<file path="src/sv/lmbe_pkg.sv">
// Shared types, constants and gamma table for the LED matrix bit-plane encoder.
// No dependencies.
package lmbe_pkg;

   localparam int DEFAULT_HALF_HEIGHT = 16;
   localparam int ROW_WIDTH           = 4;
   localparam int PIXEL_WIDTH         = 15;
   localparam int CHAN_WIDTH          = 5;
   localparam int LEVEL_WIDTH         = 8;
   localparam int PLANE_COUNT         = 8;
   localparam int PLANE_WIDTH         = 3;
   localparam int WORD_WIDTH          = 13;
   localparam int CHANNELS            = 6;
   localparam int QUEUE_DEPTH         = 2;

   localparam logic MODE_PIXEL = 1'b0;
   localparam logic MODE_LATCH = 1'b1;

   localparam int STROBE_POS     = 4;
   localparam int ENABLE_POS     = 5;
   localparam int TOP_RGB_POS    = 6;
   localparam int BOTTOM_RGB_POS = 10;

   localparam logic [PLANE_WIDTH-1:0] LAST_PLANE = PLANE_WIDTH'(PLANE_COUNT - 1);

   localparam logic [LEVEL_WIDTH-1:0] GAMMA_LUT [32] = '{
        8'd0,   8'd0,   8'd1,   8'd2,   8'd3,   8'd5,   8'd7,  8'd10,
       8'd13,  8'd17,  8'd21,  8'd26,  8'd32,  8'd38,  8'd44,  8'd52,
       8'd60,  8'd68,  8'd77,  8'd87,  8'd97, 8'd108, 8'd120, 8'd132,
      8'd145, 8'd159, 8'd173, 8'd188, 8'd204, 8'd220, 8'd237, 8'd255
   };

   // levels: top red, green, blue, then bottom red, green, blue
   typedef struct packed {
      logic                                   mode;
      logic [ROW_WIDTH-1:0]                   row_address;
      logic [CHANNELS-1:0][LEVEL_WIDTH-1:0]   levels;
   } entry_type;

endpackage

</file>
<file path="src/sv/lmbe_req_if.sv">
// Request channel: pixel pair or row-end latch, valid/ready handshake.
// Depends on lmbe_pkg.
interface lmbe_req_if;
   import lmbe_pkg::*;

   logic                   valid;
   logic                   ready;
   logic                   mode;
   logic [ROW_WIDTH-1:0]   row_address;
   logic [PIXEL_WIDTH-1:0] top_pixel;
   logic [PIXEL_WIDTH-1:0] bottom_pixel;

   modport source (output valid, mode, row_address, top_pixel, bottom_pixel, input ready);
   modport sink   (input valid, mode, row_address, top_pixel, bottom_pixel, output ready);
endinterface

</file>
<file path="src/sv/lmbe_rsp_if.sv">
// Response channel: one panel port word per bit plane, valid/ready handshake.
// Depends on lmbe_pkg.
interface lmbe_rsp_if;
   import lmbe_pkg::*;

   logic                   valid;
   logic                   ready;
   logic [PLANE_WIDTH-1:0] plane;
   logic [WORD_WIDTH-1:0]  port_word;
   logic                   last;

   modport source (output valid, plane, port_word, last, input ready);
   modport sink   (input valid, plane, port_word, last, output ready);
endinterface

</file>
<file path="src/sv/lmbe_front.sv">
// Front end: accepts requests, saturates the row address and gamma-corrects channels.
// Depends on lmbe_pkg and lmbe_req_if.
module lmbe_front #(
   parameter int HALF_HEIGHT = lmbe_pkg::DEFAULT_HALF_HEIGHT
) (
   lmbe_req_if.sink              req,
   input  logic                  queue_ready,
   output logic                  push,
   output lmbe_pkg::entry_type   entry
);
   import lmbe_pkg::*;

   localparam logic [ROW_WIDTH-1:0] MAX_ROW = ROW_WIDTH'(HALF_HEIGHT - 1);

   assign req.ready = queue_ready;
   assign push      = req.valid && queue_ready;

   always_comb begin
      entry.mode        = req.mode;
      entry.row_address = (req.row_address > MAX_ROW) ? MAX_ROW : req.row_address;
      for (int i = 0; i < 3; i++) begin
         entry.levels[i]   = GAMMA_LUT[req.top_pixel[(2 - i) * CHAN_WIDTH +: CHAN_WIDTH]];
         entry.levels[3+i] = GAMMA_LUT[req.bottom_pixel[(2 - i) * CHAN_WIDTH +: CHAN_WIDTH]];
      end
   end

endmodule

</file>
<file path="src/sv/lmbe_queue.sv">
// Two-entry queue between front and back end.
// Depends on lmbe_pkg.
module lmbe_queue (
   input  logic                  clock,
   input  logic                  reset,
   input  logic                  push,
   input  lmbe_pkg::entry_type   push_entry,
   output logic                  push_ready,
   input  logic                  pop,
   output logic                  pop_valid,
   output lmbe_pkg::entry_type   pop_entry
);
   import lmbe_pkg::*;

   localparam int PTR_WIDTH   = $clog2(QUEUE_DEPTH);
   localparam int COUNT_WIDTH = $clog2(QUEUE_DEPTH + 1);
   localparam logic [COUNT_WIDTH-1:0] FULL_COUNT = COUNT_WIDTH'(QUEUE_DEPTH);

   entry_type              entries_ff [QUEUE_DEPTH];
   logic [PTR_WIDTH-1:0]   wr_ptr_ff, wr_ptr_in;
   logic [PTR_WIDTH-1:0]   rd_ptr_ff, rd_ptr_in;
   logic [COUNT_WIDTH-1:0] count_ff, count_in;

   assign push_ready = (count_ff != FULL_COUNT);
   assign pop_valid  = (count_ff != '0);
   assign pop_entry  = entries_ff[rd_ptr_ff];

   always_comb begin
      wr_ptr_in = push ? wr_ptr_ff + 1'b1 : wr_ptr_ff;
      rd_ptr_in = pop  ? rd_ptr_ff + 1'b1 : rd_ptr_ff;
      count_in  = count_ff;
      if (push && !pop) begin
         count_in = count_ff + 1'b1;
      end else if (pop && !push) begin
         count_in = count_ff - 1'b1;
      end
   end

   always_ff @(posedge clock) begin
      if (push) begin
         entries_ff[wr_ptr_ff] <= push_entry;
      end
      if (reset) begin
         wr_ptr_ff <= '0;
         rd_ptr_ff <= '0;
         count_ff  <= '0;
      end else begin
         wr_ptr_ff <= wr_ptr_in;
         rd_ptr_ff <= rd_ptr_in;
         count_ff  <= count_in;
      end
   end

   assert property (@(posedge clock) disable iff (reset) push |-> push_ready)
      else $error("push into full queue");
   assert property (@(posedge clock) disable iff (reset) pop |-> pop_valid)
      else $error("pop from empty queue");

endmodule

</file>
<file path="src/sv/lmbe_back.sv">
// Back end: walks the eight bit planes of one entry into a registered port word.
// Depends on lmbe_pkg and lmbe_rsp_if.
module lmbe_back (
   input  logic                  clock,
   input  logic                  reset,
   input  logic                  entry_valid,
   input  lmbe_pkg::entry_type   entry,
   output logic                  pop,
   lmbe_rsp_if.source            rsp
);
   import lmbe_pkg::*;

   entry_type              cur_ff, cur_in;
   logic                   cur_valid_ff, cur_valid_in;
   logic [PLANE_WIDTH-1:0] plane_ff, plane_in;
   logic                   out_valid_ff, out_valid_in;
   logic [PLANE_WIDTH-1:0] out_plane_ff, out_plane_in;
   logic [WORD_WIDTH-1:0]  out_word_ff, out_word_in;
   logic                   out_last_ff, out_last_in;

   logic                   advance;
   logic                   finishing;
   logic [WORD_WIDTH-1:0]  word;

   assign advance   = cur_valid_ff && (!out_valid_ff || rsp.ready);
   assign finishing = advance && (plane_ff == LAST_PLANE);
   assign pop       = entry_valid && (!cur_valid_ff || finishing);

   always_comb begin
      word = '0;
      if (cur_ff.mode == MODE_LATCH) begin
         word[STROBE_POS] = 1'b1;
      end else begin
         word[ROW_WIDTH-1:0] = cur_ff.row_address;
         word[ENABLE_POS]    = 1'b1;
         for (int i = 0; i < 3; i++) begin
            word[TOP_RGB_POS + i]    = cur_ff.levels[i][plane_ff];
            word[BOTTOM_RGB_POS + i] = cur_ff.levels[3+i][plane_ff];
         end
      end
   end

   always_comb begin
      cur_in       = cur_ff;
      cur_valid_in = cur_valid_ff;
      plane_in     = plane_ff;
      out_valid_in = out_valid_ff;
      out_plane_in = out_plane_ff;
      out_word_in  = out_word_ff;
      out_last_in  = out_last_ff;
      if (out_valid_ff && rsp.ready) begin
         out_valid_in = 1'b0;
      end
      if (advance) begin
         out_valid_in = 1'b1;
         out_plane_in = plane_ff;
         out_word_in  = word;
         out_last_in  = (plane_ff == LAST_PLANE);
         plane_in     = plane_ff + 1'b1;
         if (finishing) begin
            cur_valid_in = 1'b0;
         end
      end
      if (pop) begin
         cur_in       = entry;
         cur_valid_in = 1'b1;
         plane_in     = '0;
      end
   end

   always_ff @(posedge clock) begin
      cur_ff       <= cur_in;
      out_plane_ff <= out_plane_in;
      out_word_ff  <= out_word_in;
      out_last_ff  <= out_last_in;
      if (reset) begin
         cur_valid_ff <= 1'b0;
         plane_ff     <= '0;
         out_valid_ff <= 1'b0;
      end else begin
         cur_valid_ff <= cur_valid_in;
         plane_ff     <= plane_in;
         out_valid_ff <= out_valid_in;
      end
   end

   assign rsp.valid     = out_valid_ff;
   assign rsp.plane     = out_plane_ff;
   assign rsp.port_word = out_word_ff;
   assign rsp.last      = out_last_ff;

   assert property (@(posedge clock) disable iff (reset)
      (plane_ff != '0) |-> cur_valid_ff)
      else $error("plane counter running without an entry");
   assert property (@(posedge clock) disable iff (reset)
      out_valid_ff |-> (out_last_ff == (out_plane_ff == LAST_PLANE)))
      else $error("last flag out of step with plane");
   assert property (@(posedge clock) disable iff (reset)
      (advance && (plane_ff != LAST_PLANE)) |=> (cur_valid_ff && plane_ff == $past(plane_ff) + 1'b1))
      else $error("plane sequence broken");

endmodule

</file>
<file path="src/sv/led_matrix_bitplane_encoder.sv">
// Top level of the LED matrix bit-plane encoder: front end, queue and back end.
// Depends on lmbe_pkg, lmbe_req_if, lmbe_rsp_if, lmbe_front, lmbe_queue, lmbe_back.
//
// Each accepted request, pixel pair or row-end latch, yields eight port words, planes 0
// to 7, in order while the response side is ready; the plane counter of the back end
// steps through them. A request passes through the queue, the current-entry register
// and the output register before its first word is offered. A two-entry queue lets requests be
// taken while the back end is still emitting, and the response is driven from registers.
module led_matrix_bitplane_encoder #(
   parameter int HALF_HEIGHT = lmbe_pkg::DEFAULT_HALF_HEIGHT
) (
   input  logic        clock,
   input  logic        reset,
   lmbe_req_if.sink    req,
   lmbe_rsp_if.source  rsp
);
   import lmbe_pkg::*;

   logic      push;
   logic      push_ready;
   entry_type push_entry;
   logic      pop;
   logic      pop_valid;
   entry_type pop_entry;

   lmbe_front #(
      .HALF_HEIGHT(HALF_HEIGHT)
   ) u_front (
      .req         (req),
      .queue_ready (push_ready),
      .push        (push),
      .entry       (push_entry)
   );

   lmbe_queue u_queue (
      .clock      (clock),
      .reset      (reset),
      .push       (push),
      .push_entry (push_entry),
      .push_ready (push_ready),
      .pop        (pop),
      .pop_valid  (pop_valid),
      .pop_entry  (pop_entry)
   );

   lmbe_back u_back (
      .clock       (clock),
      .reset       (reset),
      .entry_valid (pop_valid),
      .entry       (pop_entry),
      .pop         (pop),
      .rsp         (rsp)
   );

endmodule

</file>
<file path="src/flat_wrapper.sv">
// flat-port wrapper written by rule: the top's interface ports become plain ports
module led_matrix_bitplane_encoder_flat import lmbe_pkg::*;
#(
   parameter int HALF_HEIGHT = lmbe_pkg::DEFAULT_HALF_HEIGHT
)
  (clock, reset, req_valid, req_mode, req_row_address, req_top_pixel, req_bottom_pixel, req_ready, rsp_valid, rsp_plane, rsp_port_word, rsp_last, rsp_ready);
  lmbe_req_if req_i ();
  lmbe_rsp_if rsp_i ();
  input  logic clock;
  input  logic reset;
  input wire logic [$bits(req_i.valid)-1:0] req_valid;
  input wire logic [$bits(req_i.mode)-1:0] req_mode;
  input wire logic [$bits(req_i.row_address)-1:0] req_row_address;
  input wire logic [$bits(req_i.top_pixel)-1:0] req_top_pixel;
  input wire logic [$bits(req_i.bottom_pixel)-1:0] req_bottom_pixel;
  output wire logic [$bits(req_i.ready)-1:0] req_ready;
  output wire logic [$bits(rsp_i.valid)-1:0] rsp_valid;
  output wire logic [$bits(rsp_i.plane)-1:0] rsp_plane;
  output wire logic [$bits(rsp_i.port_word)-1:0] rsp_port_word;
  output wire logic [$bits(rsp_i.last)-1:0] rsp_last;
  input wire logic [$bits(rsp_i.ready)-1:0] rsp_ready;
  assign req_i.valid = req_valid;
  assign req_i.mode = req_mode;
  assign req_i.row_address = req_row_address;
  assign req_i.top_pixel = req_top_pixel;
  assign req_i.bottom_pixel = req_bottom_pixel;
  assign req_ready = req_i.ready;
  assign rsp_valid = rsp_i.valid;
  assign rsp_plane = rsp_i.plane;
  assign rsp_port_word = rsp_i.port_word;
  assign rsp_last = rsp_i.last;
  assign rsp_i.ready = rsp_ready;
  led_matrix_bitplane_encoder #(.HALF_HEIGHT(HALF_HEIGHT)) u_core (.clock(clock), .reset(reset), .req(req_i), .rsp(rsp_i));
endmodule
</file>
<file path="config.mk">
export PLATFORM = sky130hd
export DESIGN_NAME = led_matrix_bitplane_encoder_flat
export DESIGN_NICKNAME = d
export VERILOG_FILES = /design/src/sv/lmbe_pkg.sv /design/src/sv/lmbe_req_if.sv /design/src/sv/lmbe_rsp_if.sv /design/src/sv/lmbe_front.sv /design/src/sv/lmbe_queue.sv /design/src/sv/lmbe_back.sv /design/src/sv/led_matrix_bitplane_encoder.sv /design/src/flat_wrapper.sv
export SDC_FILE = /design/constraint.sdc
export NUM_CORES = 1
export LEC_CHECK = 0
export BUFFER_PORTS_ARGS = -buffer_cell sky130_fd_sc_hd__clkbuf_2
export CELL_PAD_IN_SITES_DETAIL_PLACEMENT = 1
export CELL_PAD_IN_SITES_GLOBAL_PLACEMENT = 1
export CORE_AREA = 3 3 169 171
export CTS_CLUSTER_DIAMETER = 80
export DETAILED_ROUTE_END_ITERATION = 8
export DIE_AREA = 0 0 172 174
export PLACE_DENSITY = 0.62
export SLEW_MARGIN = 20
export SYNTH_ARGS = -nofsm -noshare
export SYNTH_HDL_FRONTEND = slang
export SYNTH_HIERARCHICAL = 1
export SYNTH_SLANG_ARGS = --single-unit
</file>
<file path="constraint.sdc">
create_clock -name clock -period 4.65 [get_ports clock]
set_input_delay 0.2325 -clock clock [delete_from_list [all_inputs] [get_ports clock]]
set_output_delay 0.2325 -clock clock [all_outputs]
set_load 0.005 [all_outputs]
</file>
==> flow_metrics.py, run 1 <==
metrics = {
    "outcome": {
        "status": "finished, final reports clean",
    },
    "power": {
        "leakage_nw": 3.782,
        "irDropWorstVdd_v": 0.0002933,
        "powerDensity_mw_per_mm2": 471.6,
    },
    "die": {
        "initial_core_util": 0.3512,
        "rows": 60,
        "ioPinCount": 58,
        "die_h_um": 174,
        "fp.dieW_um": 172,
        "core_area_mm2": 0.02703,
        "dieArea_mm2": 0.02993,
    },
    "placement": {
        "dp_hpwl_mm": 12.83,
        "io_buffers": 56,
        "place_congestion": 0.7789,
        "place_ws_ps": 1515,
    },
    "logic_synthesis": {
        "yosys_warnings": 6,
        "ys_types": 56,
        "synth_area_leaders": "edfxtp_1 55%, mux2_1 6.3%, ha_1 5.9%",
        "syn_area_mm2": 0.009493,
        "ys.flop_type": "edfxtp_1",
        "synth_area_leader_cell": "edfxtp_1",
        "synth_seq_cells": 185,
        "synth_edf_count": 175,
        "syn_inst": 714,
        "synth_top_area_share": 0.5536,
        "async_reset_ff_frac": 0,
        "syn-num-nets": 798,
        "synth.avg_cell_area_um2": 13.30,
        "yosysSeqAreaShare": 0.5747,
    },
    "route": {
        "post_drt_wl_per_cell_um": 17.32,
        "vias": 5623,
        "drt_iter0_drc": 298,
        "postRouteAntennaNets": 0,
        "finalWirelength_mm": 19.05,
        "via_per_inst": 5.112,
        "drcViolationCount": 0,
        "first_pass_iters": 4,
    },
    "critical_path": {
        "startpoint_type": "flop",
        "crit_required_ps": 5010,
        "arrival_ps": 3470,
        "cp_max_fo": 23,
        "endpoint_kind": "flop",
        "worstSetupPathType": "flop to flop",
    },
    "sta": {
        "tightest_slew_ps": 880.9,
        "relSlewSlack": 0.4119,
        "setup_tns_ps": 0,
        "setup_viol": 0,
        "drv_slew": 0,
        "min_period_over_period": 0.6687,
        "period_needed_ps": 3109,
        "grt_setup_unrepaired": "no",
        "setup_ws_ps": 1541,
        "fmax_mhz": 321.6,
        "hold_viol": 0,
        "fin_skew_ps": 10.11,
    },
    "global_routing": {
        "grtUsageMet2": 0.2078,
        "antenna_found_initial": 0,
        "grt_use_total": 0.1308,
        "grt.busiest_layer": "met2",
        "grt_remaining_overflow": 0,
        "grt_pass1_vias": 5880,
        "grtUsageMet3": 0.02615,
        "grt_max_degree": 54,
        "grt_pass1_wl_mm": 31.11,
        "use_met1": 0.1807,
    },
    "min_path": {
        "hp-class": "primary input to flop",
    },
    "final_layout": {
        "n_antenna_cell": 0,
        "drive_gt1_frac": 0.1528,
        "area_growth_pct": 10.57,
        "ff_latch_area_mm2": 0.005456,
        "fin_nets": 830,
        "multi_input_area_mm2": 0.003576,
        "fill_cells": 2851,
    },
    "clock_network": {
        "cts_root_buf": "clkbuf_16",
        "cts.path.max_buffers": 2,
        "numCtsBuffers": 17,
        "h-tree-depth": 4,
        "cts_setup_buffers": 0,
        "clk_latency_ps": 440,
        "cts-resized-gates": 0,
        "clk_pin_slew_ps": 70,
        "cts_tree": "done",
        "hold_buffers": 4,
        "cts_sinks": 185,
    },
    "job": {
        "cap_violations": 0,
    },
}
-- registers in the layout, summed over array words and instances (netlist names), named ones only --
signal                       count
u_core/u_queue/entries_ff      106
u_core/u_back/cur_ff            53
u_core/u_back/rsp.port_word     12
u_core/u_back/plane_ff           3
u_core/u_back/rsp.plane          3
u_core/u_queue/count_ff          2
u_core/u_back/cur_valid_ff       1
u_core/u_back/rsp.last           1
u_core/u_back/rsp.valid          1
u_core/u_queue/rd_ptr_ff         1
u_core/u_queue/wr_ptr_ff         1
-- layout by cell type, fill, tap and decap left out, types with 17 or more instances in the layout --
cell and count:
nor2b_1 26, clkbuf_2 56, o21ai_0 46, clkbuf_16 17
nor2_1 35, a21oi_1 35, nand2_1 29, mux2i_1 27
ha_1 45, mux2_1 53, edfxtp_1 175, inv_1 26
-- cell families (layout without fill, tap and decap cells) --
| kind of cell | count (synthesis) | after routing | share of synthesized area |
|---|---|---|---|
| XOR/XNOR | 10 | 10 | 0.009227 |
| AND/OR/NAND/NOR | 141 | 141 | 0.07592 |
| AO/OA/AOI/OAI | 156 | 156 | 0.1035 |
| other | 1 | 1 | 0.0003950 |
| buffers and inverters | 79 | 124 | 0.04969 |
| multiplexers | 97 | 97 | 0.1273 |
| adder cells (fa/ha/maj) | 45 | 45 | 0.05931 |
| flip-flops | 185 | 185 | 0.5747 |
-- final timing paths --
kind,from,end,slack [ps],cells past startpoint
setup / recovery,u_core/u_back/plane_ff[1]$_SDFFE_PP0N_,u_core/u_queue/count_ff[1]$_SDFFE_PP0P_,1540,8
hold / removal,req_mode,u_core/u_queue/entries_ff[0][52]$_DFFE_PP_,30,1
setup reg to reg,u_core/u_back/plane_ff[1]$_SDFFE_PP0N_,u_core/u_queue/count_ff[1]$_SDFFE_PP0P_,1540,8
hold reg to reg,u_core/u_queue/rd_ptr_ff$_SDFFE_PP0P_,flop,520,2
-- power by group --
| group | switching [mW] | internal, mW |
|---|---|---|
| clock network | 0.605 | 0.788 |
| registers | 0.174 | 2.40 |
| logic | 0.599 | 0.387 |
-- Yosys cell counts, types with 2 or more instances --
master     instances
o21a_1             3
mux2i_1           27
edfxtp_1         175
a21o_1             4
o221a_2            3
a31oi_1            3
xor2_1             7
a221oi_1           6
nand3_1            8
ha_1              45
o22a_1             4
mux4_2             9
or3_1              3
o2bb2ai_1          3
nor2b_1           27
a2bb2oi_1          4
nor3_1             8
nand2_1           29
buf_6             14
o22ai_1            9
mux4_1             3
mux2_1            53
xnor2_1            3
a21oi_1           35
nor3b_1            7
buf_2             23
a311oi_1           2
inv_1             26
a211oi_1           8
dfxtp_1           10
nand2b_1          15
and2_1             3
o211ai_1          10
buf_4             11
mux2_2             4
o21ai_0           46
nor2_1            35
clkbuf_1           4
o21ai_1            8
-- final cells by class --
class	count	area share
inverter	27	0.009655
sequential	185	0.5198
timing repair buffer	65	0.03409
multi-input combinational	450	0.3407
clock inverter	15	0.01454
clock buffer	17	0.04053
tap	341	0.04065
-- routing by layer --
metal  up-vias  part of all wire  wire (um)
li1       2734                 -          -
met3        16             0.026        504
met5         -                 0          0
met4         0             0.012        227
met2        83              0.48       9183
met1      2790              0.48       9133
-- metrics by stage --
stage / area (um^2) / total power, mW / hold WS [ps] / utilization / instances
3_3_place_gp: 9878 / 3.530 / 428.1 / 0.3655 / 1064
4_1_cts: 10500 / 5.014 / 7.532 / 0.3884 / 1100
5_1_grt: 10500 / 5.220 / 4.177 / 0.3884 / 1100
2_1_floorplan: 9493 / 3.266 / 301.6 / - / 714
3_5_place_dp: 9878 / 3.606 / 431.3 / 0.3655 / 1064
6_report: 10500 / 4.950 / 33.22 / 0.3884 / 1100
-- worst max-delay path: stages, from the launching register on --
cell	delay [ps]
dfxtp_1	900
ha_1	280
ha_1	160
a21o_1	210
and2_2	530
inv_1	100
ha_1	330
or3_1	360
a21oi_1	160
Power figures use the tool's default switching activity.
==> inputs of run 2 (changes only) <==
--- a/config.mk
+++ b/config.mk
@@ -12,7 +12,7 @@
 export CTS_CLUSTER_DIAMETER = 80
 export DETAILED_ROUTE_END_ITERATION = 8
 export DIE_AREA = 0 0 172 174
-export PLACE_DENSITY = 0.62
+export PLACE_DENSITY = 0.64
 export SLEW_MARGIN = 20
 export SYNTH_ARGS = -nofsm -noshare
 export SYNTH_HDL_FRONTEND = slang
==> constraint.sdc (replaced) <==
create_clock -name clock -period 2.7 [get_ports clock]
set_input_delay 0.135 -clock clock [delete_from_list [all_inputs] [get_ports clock]]
set_output_delay 0.135 -clock clock [all_outputs]
set_load 0.005 [all_outputs]
==> flow_metrics.py, run 2 (synthesis gave the netlist of run 1 again) <==
metrics = {
    "die": {
        "dieArea_mm2": 0.02993,
        "fp.dieW_um": 172,
        "die_h_um": 174,
        "ioPinCount": 58,
        "core_area_mm2": 0.02703,
        "rows": 60,
        "initial_core_util": 0.3512,
    },
    "power": {
        "powerDensity_mw_per_mm2": 806.5,
        "leakage_nw": 3.832,
        "irDropWorstVdd_v": 0.0005031,
    },
    "sta": {
        "setup_tns_ps": 0,
        "min_period_over_period": 0.7353,
        "period_needed_ps": 1985,
        "drv_slew": 0,
        "hold_viol": 0,
        "tightest_slew_ps": 686.1,
        "relSlewSlack": 0.5426,
        "whs_ps": 32.40,
        "setup_viol": 0,
        "grt_setup_unrepaired": "no",
        "fin_skew_ps": 8.247,
        "fmax_mhz": 503.7,
    },
    "route": {
        "first_pass_iters": 4,
        "post_drt_wl_per_cell_um": 16.83,
        "via_per_inst": 5.032,
        "finalWirelength_mm": 18.59,
        "drt_iter0_drc": 413,
        "postRouteAntennaNets": 0,
        "vias": 5560,
        "drcViolationCount": 0,
    },
    "global_routing": {
        "grt_max_degree": 55,
        "antenna_found_initial": 0,
        "grt_pass1_wl_mm": 30.35,
        "grt_use_total": 0.1277,
        "grt_remaining_overflow": 0,
        "grt_pass1_vias": 5824,
    },
    "final_layout": {
        "largest_reg_flops": 106,
        "final_common_cell": "edfxtp_1",
        "largest_register": "u_core/u_queue/entries_ff",
        "fin_nets": 836,
        "stdcell_count": 1105,
        "n_antenna_cell": 0,
        "final_cell_area_mm2": 0.01057,
        "area_growth_pct": 11.31,
        "layout_common_cells": "175 x edfxtp_1, 56 x clkbuf_2, 53 x mux2_1",
        "drive_gt1_frac": 0.1531,
    },
    "job": {
        "cap_violations": 0,
    },
    "clock_network": {
        "h-tree-depth": 4,
        "cts_root_buf": "clkbuf_16",
        "clk_pin_slew_ps": 70,
        "clk_latency_ps": 430,
        "cts_sinks": 185,
        "hold_buffers": 5,
        "numCtsBuffers": 17,
        "cts-resized-gates": 0,
        "cts_setup_buffers": 0,
        "cts.path.max_buffers": 2,
        "cts_tree": "done",
    },
    "min_path": {
        "min_path_cells": 2,
        "hp-class": "primary input to flop",
        "whs_endpoint": "u_core/u_queue/count_ff[1]$_SDFFE_PP0P_",
        "min-delay-start": "reset",
    },
    "critical_path": {
        "arrival_ps": 2290,
        "worstSetupPathType": "flop to flop",
        "r2r-start": "u_core/u_back/plane_ff[0]$_SDFFE_PP0N_",
        "cp_max_fo": 54,
        "rrSetupSlack_ps": 710,
        "r2r_cells": 7,
        "startpoint_type": "flop",
        "endpoint_kind": "flop",
        "crit_required_ps": 3010,
    },
    "placement": {
        "dp_hpwl_mm": 12.27,
        "io_buffers": 56,
        "place_congestion": 0.7786,
        "placed_cells": 1069,
        "post_dp_cell_area_mm2": 0.009956,
    },
    "outcome": {
        "status": "finished, final reports clean",
    },
}
## run 2: metal layers
metal  track usage  part of all wire  vias up
li1              -                 -     2738
met1        0.1726              0.48     2750
met2        0.2109              0.49       58
met3       0.02115             0.023       14
met4       0.03792             0.010        0
met5             0                 0        -
## run 2: worst max-delay path by stage
| stage | endpoint | from | cells past startpoint | slack [ps] |
|---|---|---|---|---|
| 2_1_floorplan | u_core/u_queue/count_ff[1]$_SDFFE_PP0P_ | u_core/u_back/plane_ff[1]$_SDFFE_PP0N_ | 8 | 60 |
| 3_3_place_gp | flop | u_core/u_back/plane_ff[0]$_SDFFE_PP0N_ | 7 | 770 |
| 3_5_place_dp | flop | u_core/u_back/plane_ff[0]$_SDFFE_PP0N_ | 7 | 690 |
| 4_1_cts | flop | u_core/u_back/plane_ff[0]$_SDFFE_PP0N_ | 7 | 680 |
| 5_1_grt | flop | u_core/u_back/plane_ff[0]$_SDFFE_PP0N_ | 7 | 550 |
| 6_report | flop | u_core/u_back/plane_ff[0]$_SDFFE_PP0N_ | 7 | 710 |
## run 2: cell type report
| cell class | count | area [um^2] |
|---|---|---|
| Sequential cell | 185 | 5456 |
| Tap cell | 341 | 426.7 |
| Fill cell | 2842 | 16460 |
| Clock buffer | 19 | 432.9 |
| Timing Repair Buffer | 71 | 442.9 |
| Clock inverter | 12 | 127.6 |
| Multi-Input combinational cell | 450 | 3578 |
| Inverter | 27 | 101.3 |
## run 2: worst max-delay path, cell delays in order, from the launching register on
cell	delay, ps
dfxtp_1	340
ha_1	150
ha_1	150
a21o_1	190
and2_2	170
buf_4	550
xnor2_1	230
nor2_1	70
## run 2: power by group
part	switching (mW)	internal [mW]	total (mW)
combinational	1.05	0.710	1.76
clock	1.03	1.36	2.38
sequential	0.259	4.12	4.38
total	2.33	6.19	8.52
## run 2: stage by stage
stage          utilization  worst slack, ps  power, mW
6_report            0.3910            714.8      8.522
5_1_grt             0.3910            547.8      8.983
4_1_cts             0.3910            683.5      8.641
3_5_place_dp        0.3684            690.3      6.243
3_3_place_gp        0.3684            767.3      6.155
2_1_floorplan            -            64.47      5.608
==> inputs of run 3 (changes only) <==
--- a/config.mk
+++ b/config.mk
@@ -12,7 +12,7 @@
 export CTS_CLUSTER_DIAMETER = 80
 export DETAILED_ROUTE_END_ITERATION = 8
 export DIE_AREA = 0 0 172 174
-export PLACE_DENSITY = 0.64
+export PLACE_DENSITY = 0.62
 export SLEW_MARGIN = 20
 export SYNTH_ARGS = -nofsm -noshare
 export SYNTH_HDL_FRONTEND = slang
==> constraint.sdc (replaced) <==
create_clock -name clock -period 2 [get_ports clock]
set_input_delay 0.1 -clock clock [delete_from_list [all_inputs] [get_ports clock]]
set_output_delay 0.1 -clock clock [all_outputs]
set_load 0.005 [all_outputs]
==> flow_metrics.py, run 3 (synthesis gave the netlist of run 1 again) <==
metrics = {
    "placement": {
        "dp_hpwl_mm": 12.65,
        "place_congestion": 0.8021,
        "io_buffers": 56,
    },
    "global_routing": {
        "antenna_found_initial": 0,
        "grt_pass1_vias": 5992,
        "grt_pass1_wl_mm": 30.89,
        "grt_use_total": 0.1302,
        "grt_remaining_overflow": 0,
        "grt_max_degree": 55,
    },
    "clock_network": {
        "cts_tree": "done",
        "numCtsBuffers": 17,
        "cts_root_buf": "clkbuf_16",
        "cts.path.max_buffers": 2,
        "clk_latency_ps": 430,
        "clk_pin_slew_ps": 70,
        "cts_sinks": 185,
        "h-tree-depth": 4,
    },
    "sta": {
        "fin_skew_ps": 11.13,
        "setup_tns_ps": 0,
        "relSlewSlack": 0.5107,
        "whs_ps": 119.9,
        "hold_viol": 0,
        "tightest_slew_ps": 731.2,
        "drv_slew": 0,
        "min_period_over_period": 0.9642,
        "fmax_mhz": 518.5,
        "setup_viol": 0,
        "period_needed_ps": 1928,
    },
    "route": {
        "drt_iter0_drc": 264,
        "via_per_inst": 5.108,
        "post_drt_wl_per_cell_um": 17.26,
        "first_pass_iters": 4,
        "postRouteAntennaNets": 0,
        "drcViolationCount": 0,
        "vias": 5649,
        "finalWirelength_mm": 19.09,
    },
    "die": {
        "fp.dieW_um": 172,
        "rows": 60,
        "ioPinCount": 58,
        "core_area_mm2": 0.02703,
        "die_h_um": 174,
        "dieArea_mm2": 0.02993,
        "initial_core_util": 0.3512,
    },
    "final_layout": {
        "fin_nets": 837,
        "post-route-util": 0.3937,
        "largest_reg_flops": 106,
        "area_growth_pct": 12.09,
        "layout_common_cells": "175 x edfxtp_1, 56 x clkbuf_2, 53 x mux2_1",
        "drive_gt1_frac": 0.1582,
        "final_common_cell": "edfxtp_1",
        "largest_register": "u_core/u_queue/entries_ff",
        "fill_cells": 2812,
        "n_antenna_cell": 0,
    },
    "min_path": {
        "hp-class": "primary input to flop",
    },
    "critical_path": {
        "worstSetupPathType": "flop to flop",
        "arrival_ps": 2290,
        "startpoint_type": "flop",
        "cp_max_fo": 4,
        "endpoint_kind": "flop",
        "crit_required_ps": 2370,
    },
    "job": {
        "cap_violations": 0,
    },
    "outcome": {
        "status": "finished, final reports clean",
    },
    "power": {
        "leakage_nw": 3.848,
        "irDropWorstVdd_v": 0.0006557,
        "powerDensity_mw_per_mm2": 1111,
    },
}
==> run 3: cell types whose count changed in the layout (fill, tap and decap cells not counted), moves of 2 or more <==
| cell | change |
|---|---|
| clkinv_4 | -3 |
| ha_1 | -2 |
| bufinv_16 | +2 |
| clkinvlp_4 | +3 |
==> run 3: path summary, 6_finish.rpt <==
check                                          start                                       to  slack, ps  cells after the start
max           u_core/u_back/plane_ff[0]$_SDFFE_PP0N_  u_core/u_queue/count_ff[1]$_SDFFE_PP0P_         70                      8
min                                        rsp_ready     u_core/u_back/rsp.valid$_SDFFE_PP0P_        120                      3
max reg2reg   u_core/u_back/plane_ff[0]$_SDFFE_PP0N_  u_core/u_queue/count_ff[1]$_SDFFE_PP0P_         70                      8
min reg2reg  u_core/u_back/cur_valid_ff$_SDFFE_PP0P_   u_core/u_back/plane_ff[2]$_SDFFE_PP0N_        520                      2
==> run 3: power by group <==
part           leakage [nW]  switching (mW)  internal [mW]
clock                 0.281            1.38           2.08
combinational          1.83            1.48           1.00
sequential             1.74           0.320           5.57
==> run 3: stage by stage <==
step / worst slack, ps / cells / power [mW] / cell area (um^2)
final: 71.53 / 1106 / 11.82 / 10640
after global routing: -11.40 / 1106 / 12.47 / 10640
after CTS: 16.58 / 1105 / 11.95 / 10610
after detailed placement: -81.65 / 1068 / 8.427 / 9936
after global placement: 117.4 / 1068 / 8.242 / 9936
after floorplan: -267.5 / 714 / 7.569 / 9505
==> run 3: final cells by class <==
class / count / area, um^2 / area share
Clock buffer: 19 / 432.9 / 0.04069
Multi-Input combinational cell: 450 / 3600 / 0.3383
Timing Repair Buffer: 72 / 446.7 / 0.04198
Inverter: 27 / 101.3 / 0.009525
Clock inverter: 12 / 175.2 / 0.01646
Sequential cell: 185 / 5458 / 0.5129
Tap cell: 341 / 426.7 / 0.04010
==> run 3: critical path: stages, from the launching register on <==
cell     delay, ps
dfxtp_1        320
ha_1           230
ha_2           190
a21o_1         190
and2_4         170
inv_1           80
ha_4           210
or3_1          340
a21oi_1        130
==> run 3: layer usage <==
layer  global-route usage  routed length (um)  vias to the layer above
li1                     -                   -                     2743
met1               0.1711                8836                     2811
met2               0.2147                9507                       70
met3              0.03093                 506                       25
met4              0.03693                 243                        0
met5                    0                   0                        -
==> run 3: timing repair <==
item / CTS / global route
setup buffers: 0 / 1
endpoints found under the setup margin: 55 / 3
hold buffers: 6 / 0
pin swaps: 0 / 1
endpoints found under the hold margin: 13 / 0
gates resized for setup: 1 / 4
